### src/design/eul_pkg.sv
// ----------------------------------------------------------------------------
// eul_pkg
// shared types and constants for the euler angle to rotation matrix pipeline
// ----------------------------------------------------------------------------
package eul_pkg;

  localparam int unsigned XW           = 32;  // cordic x / y, Q30
  localparam int unsigned ZW           = 34;  // cordic residual angle, Q29
  localparam int unsigned DW           = 17;  // degree magnitude before clamp
  localparam int unsigned ATAN_ENTRIES = 24;

  localparam logic signed [ZW-1:0] PI_Q29      = 34'sd1686629713;
  localparam logic signed [ZW-1:0] HALF_PI_Q29 = 34'sd843314857;
  localparam logic signed [XW-1:0] GAIN_Q30    = 32'sd652032874;
  localparam logic [31:0]          DEG_K       = 32'd3003948965;
  localparam logic [DW-1:0]        DEG_LIMIT   = 17'd18000;

  localparam logic signed [ZW-1:0] ATAN_Q29 [ATAN_ENTRIES] = '{
    34'sd421657428, 34'sd248918915, 34'sd131521918, 34'sd66762579,
    34'sd33510843,  34'sd16771758,  34'sd8387925,   34'sd4194219,
    34'sd2097141,   34'sd1048575,   34'sd524288,    34'sd262144,
    34'sd131072,    34'sd65536,     34'sd32768,     34'sd16384,
    34'sd8192,      34'sd4096,      34'sd2048,      34'sd1024,
    34'sd512,       34'sd256,       34'sd128,       34'sd64
  };

  // one cordic lane
  typedef struct packed {
    logic signed [XW-1:0] x;
    logic signed [XW-1:0] y;
    logic signed [ZW-1:0] z;
  } lane_t;

  // sideband that travels with the cordic lanes
  typedef struct packed {
    logic [2:0]         flip;
    logic [2:0]         dneg;
    logic [2:0][DW-1:0] dmag;
  } side_t;

endpackage

### src/design/eul_cordic_stage.sv
// ----------------------------------------------------------------------------
// eul_cordic_stage
// one registered rotation-mode cordic iteration for one lane
// ----------------------------------------------------------------------------
module eul_cordic_stage #(
  parameter int unsigned STAGE = 0
) (
  input  logic          clk_i,
  input  logic          en_i,
  input  eul_pkg::lane_t lane_i,
  output eul_pkg::lane_t lane_o
);
  import eul_pkg::*;

  lane_t lane_d, lane_q;
  logic signed [XW-1:0] xs, ys;

  always_comb begin
    xs = lane_i.x >>> STAGE;
    ys = lane_i.y >>> STAGE;
    if (!lane_i.z[ZW-1]) begin
      lane_d.x = lane_i.x - ys;
      lane_d.y = lane_i.y + xs;
      lane_d.z = lane_i.z - ATAN_Q29[STAGE];
    end else begin
      lane_d.x = lane_i.x + ys;
      lane_d.y = lane_i.y - xs;
      lane_d.z = lane_i.z + ATAN_Q29[STAGE];
    end
  end

  always_ff @(posedge clk_i) begin
    if (en_i) begin
      lane_q <= lane_d;
    end
  end

  assign lane_o = lane_q;

endmodule

### config.mk
export PLATFORM = sky130hd
export DESIGN_NAME = eul_cordic_stage
export DESIGN_NICKNAME = d
export VERILOG_FILES = /design/src/design/eul_pkg.sv /design/src/design/eul_cordic_stage.sv
export SDC_FILE = /design/constraint.sdc
export NUM_CORES = 1
export LEC_CHECK = 0
export ABC_AREA = 1
export BUFFER_PORTS_ARGS = -buffer_cell sky130_fd_sc_hd__buf_2
export CAP_MARGIN = 20
export CORE_MARGIN = 5
export CORE_UTILIZATION = 53
export CTS_CLUSTER_SIZE = 25
export DETAILED_ROUTE_END_ITERATION = 8
export HOLD_SLACK_MARGIN = 0.1
export PLACE_DENSITY = 0.77
export SYNTH_ARGS = -nofsm -noshare
export SYNTH_HDL_FRONTEND = slang
export SYNTH_SLANG_ARGS = --single-unit
### constraint.sdc
create_clock -name clk_i -period 2.6 [get_ports clk_i]
set_input_delay 0.78 -clock clk_i [delete_from_list [all_inputs] [get_ports clk_i]]
set_output_delay 0.78 -clock clk_i [all_outputs]
set_load 0.01 [all_outputs]
**Yosys cells after proc, flatten, opt, wreduce, memory -nomap -nowiden**

Cells that the tools add are included.

- Register bits after elaboration: 98

- Muxes and demuxes: 1
- Add/subtract/negate cells: 5

Operators with widths:

| cell | count |
|---|---|
| $mux W98 | 1 |
| $sub A32 B32 Y32 | 2 |
| $add A34 B30 Y34 const B | 1 |
| $sub A34 B30 Y34 const B | 1 |
| $add A32 B32 Y32 | 1 |

**Depth between registers and ports, before layout**

- Depth in word-level cells: 2
- Mapped depth: 17
- Gate-level depth less buffers: 16

**Worst setup path before layout**

OpenSTA, ideal clock, no wires.

- Path type: input-to-reg
- Start: in lane_i[33] in the netlist's numbering
- End: reg lane_q (netlist bit lane_o[30]), data pin
- Arrival: 2.524 ns
- Library setup time: 0.252 ns
- Path buffers: 3
- Cell stages on the path: 15
- Slack: -0.176 ns
- Data required time: 2.348 ns
- Path through: clkbuf_1 inv_1 buf_2 buf_6 ha_1 a21oi_1 nand2_1 nand2_1 o211ai_1 nand2_1 nand2_1 nand2_1 nand2_1 nand2_1 nand2_1

RTL lines:

| item | RTL line | text |
|---|---|---|
| from (decl) | eul_cordic_stage.sv:10 | `input eul_pkg::lane_t lane_i,` |
| to (signal assigned) | eul_cordic_stage.sv:34 | `lane_q <= lane_d;` |
| to (decl) | eul_cordic_stage.sv:15 | `lane_t lane_d, lane_q;` |

==> summary.md <==
| Metric | Value |
|---|---|
| Peak VDD IR | 347 uV |
| Syn Area/Cell | 6.18 um2 |
| Die Area | 0.0262 mm2 |
| First-iteration detailed-routing DRC count | 1,243 |
| Die outline width | 162 um |
| Power density cells | 427 mW/mm2 |
| Largest net degree at the start of global routing | 51 |
| Area leader, netlist | edfxtp_1 |
| GRT Total Usage | 31.9% |
| Clk slew on worst S/H paths | 0.09 ns |
| Min-delay worst type | input pin to flip-flop |
| Worst Max-Slew Pin Slew | 0.604 ns |
| Final wirelength | 43,000 um |
| Crit. Startpoint | lane_i[66] |
| Seq cells post-synth | 97 |
| RSZ-0062 raised after global routing | false |
| Die H | 162 um |
| Vias | 14,300 |
| Clock Tree Root | clkbuf_16 |
| Mapped Cells | 1,978 |
| Synth Area in Compound Gates | 9.31% |
| Row cnt | 55 |
| Netlist cell types | 40 |
| Min cycle time layout | 2.49 ns |
| Proportion of layout cells with a drive suffix above 1 | 22.0% |
| Initial antenna violation count | 0 |
| Status | finished clean |
| Synth Area in XOR/XNOR | 3.22% |
| Detailed Place HPWL | 36,700 um |
| Synth top area share | 23.8% |
| Crit Path Category | input pin to flip-flop |
| Crit share post-route | 95.8% |
| Clock tree sinks | 97 |
| Clock tree from TritonCTS | built |
| Post-Layout Cell Count | 2,713 |
| Pwr Total | 6.77 mW |
| FMAX | 402 MHz |
| Top-count cell post-synth | nand2_1 |
| Post-synthesis simple-gate area fraction | 37.1% |
| Count of final setup violators | 0 |
| WP data required | 2.73 ns |
| H-tree depth | 3 |
| Slew Viols, Final | 0 |
| Number of flip-flops in the largest register | 97 |
| Syn Nets | 2,206 |
| Placeable Area | 0.0227 mm2 |
| End point of the critical path | lane_o[64] |
| Post-synth top cells | nand2_1 (709), inv_1 (354), nand3_1 (177) |
| Ant diodes | 0 |
| Postcts setup bufs | 0 |
| Placed cell area | 0.0155 mm2 |
| Layout Nets | 2,651 |
| Hold bufs inserted after CTS | 0 |
| Final Hold Fails | 0 |
| CP Capture Type | flip-flop |
| WL per Instance | 15.9 um |
| Vias in the first global route | 13,800 |
| CP max FO | 4 |
| Setup crit start kind | input pin |
| Register area share after synthesis | 23.8% |
| Yosys synthesis warning count | 0 |
| Ys async rst share | 0% |
| Post-synthesis mux area share | 0% |
| Placed insts | 2,697 |
| RD Place Congestion | 0.974 |
| Initial core utilization | 53.9% |
| Pre-antenna DRT Iters | 6 |
| Post-route cell area | 0.0159 mm2 |
| Port-buffer cells | 197 |
| Fillers | 2,085 |
| First-pass GRT wire length | 67,400 um |
| Dominant register cell in the synthesized netlist | edfxtp_1 |
| Max Cap Viol | 0 |
| Post-Synth Adder-Cell Area | 13.3% |
| Leak pwr | 9.02 nW |
| Number of flops mapped to enable cells by yosys | 97 |
| CTS Buf Count | 9 |
| Antenna-violating nets left | 0 |
| Worst rel slew slack | 59.3% |
| Global route total overflow | 0 |
| Largest family of logic cells by synthesized area | simple AND/OR/NAND/NOR gates |
| IO Count | 198 |
| Area grow syn2layout | 29.7% |
| Ranking of synthesized cells by area | edfxtp_1 (24%), nand2_1 (22%), ha_1 (13%) |
| DR DRC count | 0 |
| Max Root-Sink Buffers | 2 |
| Critical Path AT | 2.62 ns |
| Hold WS | 0.594 ns |
| Netlist Area Pre-Place | 0.0122 mm2 |
| Post-DR vias/cell | 5.28 |
==> what timing repair did <==
item / in CTS / in global routing
endpoints found under the setup margin: 0 / 22
gates resized for setup: 0 / 15
endpoints found under the hold margin: 0 / 0
==> metrics by stage <==
| step | setup slack [ns] | util, % | setup TNS [ns] |
|---|---|---|---|
| floorplan | 0.000592 | - | 0 |
| global placement | -0.285 | 68.3 | -9.08 |
| detailed placement | -0.313 | 68.3 | -11.67 |
| CTS | 0.0778 | 69.6 | 0 |
| global route | 0.000263 | 69.8 | 0 |
| finish | 0.110 | 69.8 | 0 |
==> kinds of logic after synthesis <==
logic type / after synthesis
flip-flops: 97
buffers and inverters: 398
AO/OA/AOI/OAI: 210
AND/OR/NAND/NOR: 1100
XOR/XNOR: 45
adder cells (fa/ha/maj): 128
==> power breakdown <==
part           switching (mW)  internal, mW
combinational            1.95          1.33
clock                   0.705         0.680
sequential             0.0750          2.02
total                    2.73          4.03
==> cell type report <==
| type | count | area (um2) | share of cell area, % |
|---|---|---|---|
| Clock buffer | 9 | 225 | 1.42 |
| Clock inverter | 7 | 71.3 | 0.450 |
| Inverter | 356 | 1340 | 8.43 |
| Multi-Input combinational cell | 1483 | 7830 | 49.3 |
| Sequential cell | 97 | 2910 | 18.4 |
| Tap cell | 285 | 357 | 2.25 |
| Timing Repair Buffer | 476 | 3130 | 19.8 |
==> critical path, stage by stage <==
cell and delay (ns):
buf_2 0.11, buf_4 0.12, ha_1 0.19, fa_1 0.40, inv_1 0.19, nand2_1 0.10
nand3_1 0.10, nand2_1 0.09, nand2_2 0.15, nand2_1 0.11, nand2_1 0.08, nand2_1 0.05
nand3_1 0.08, nand2_1 0.06
==> cell usage in the layout (no fill, tap or decap), types with 2 or more instances in the layout <==
| master | instances |
|---|---|
| nand4_1 | 25 |
| ha_4 | 5 |
| inv_6 | 3 |
| clkinv_4 | 2 |
| nor3_1 | 17 |
| inv_2 | 4 |
| a21o_1 | 5 |
| o21a_1 | 8 |
| buf_12 | 4 |
| edfxtp_1 | 97 |
| a31oi_1 | 4 |
| a21oi_1 | 111 |
| xor2_1 | 39 |
| xnor2_1 | 6 |
| clkbuf_16 | 9 |
| ha_1 | 118 |
| o22ai_1 | 4 |
| fa_1 | 4 |
| nand3_2 | 3 |
| nand2_1 | 705 |
| nand3b_1 | 3 |
| a21oi_2 | 2 |
| nor2_2 | 12 |
| o21bai_1 | 12 |
| nor2_1 | 139 |
| nand2_2 | 8 |
| and3_1 | 2 |
| o31ai_1 | 2 |
| nand3b_2 | 4 |
| o21ai_0 | 55 |
| inv_1 | 352 |
| nand3_1 | 173 |
| and2_1 | 3 |
| o21ai_1 | 4 |
| nor4_1 | 2 |
| buf_2 | 196 |
| buf_4 | 276 |
==> routing by layer <==
layer  wire [um]  vias to the layer above  track usage, %
li1            -                     7133               -
met2       20300                      616            56.0
met5           0                        -               0
met3        3040                      106            3.55
met1       18100                     6482            40.7
met4        1560                        0            11.3
==> how the worst min path moves through the flow <==
stage,startpoint,end,slack (ns),depth (start not counted)
floorplan,lane_i[0],lane_o[0],0.88,0
global placement,lane_i[1],lane_o[1],0.96,1
detailed placement,lane_i[0],lane_o[0],0.96,1
CTS,lane_i[0],lane_o[0],0.58,1
global route,lane_i[1],lane_o[1],0.58,1
finish,lane_i[0],lane_o[0],0.59,1
(Power assumes the default switching activity.)
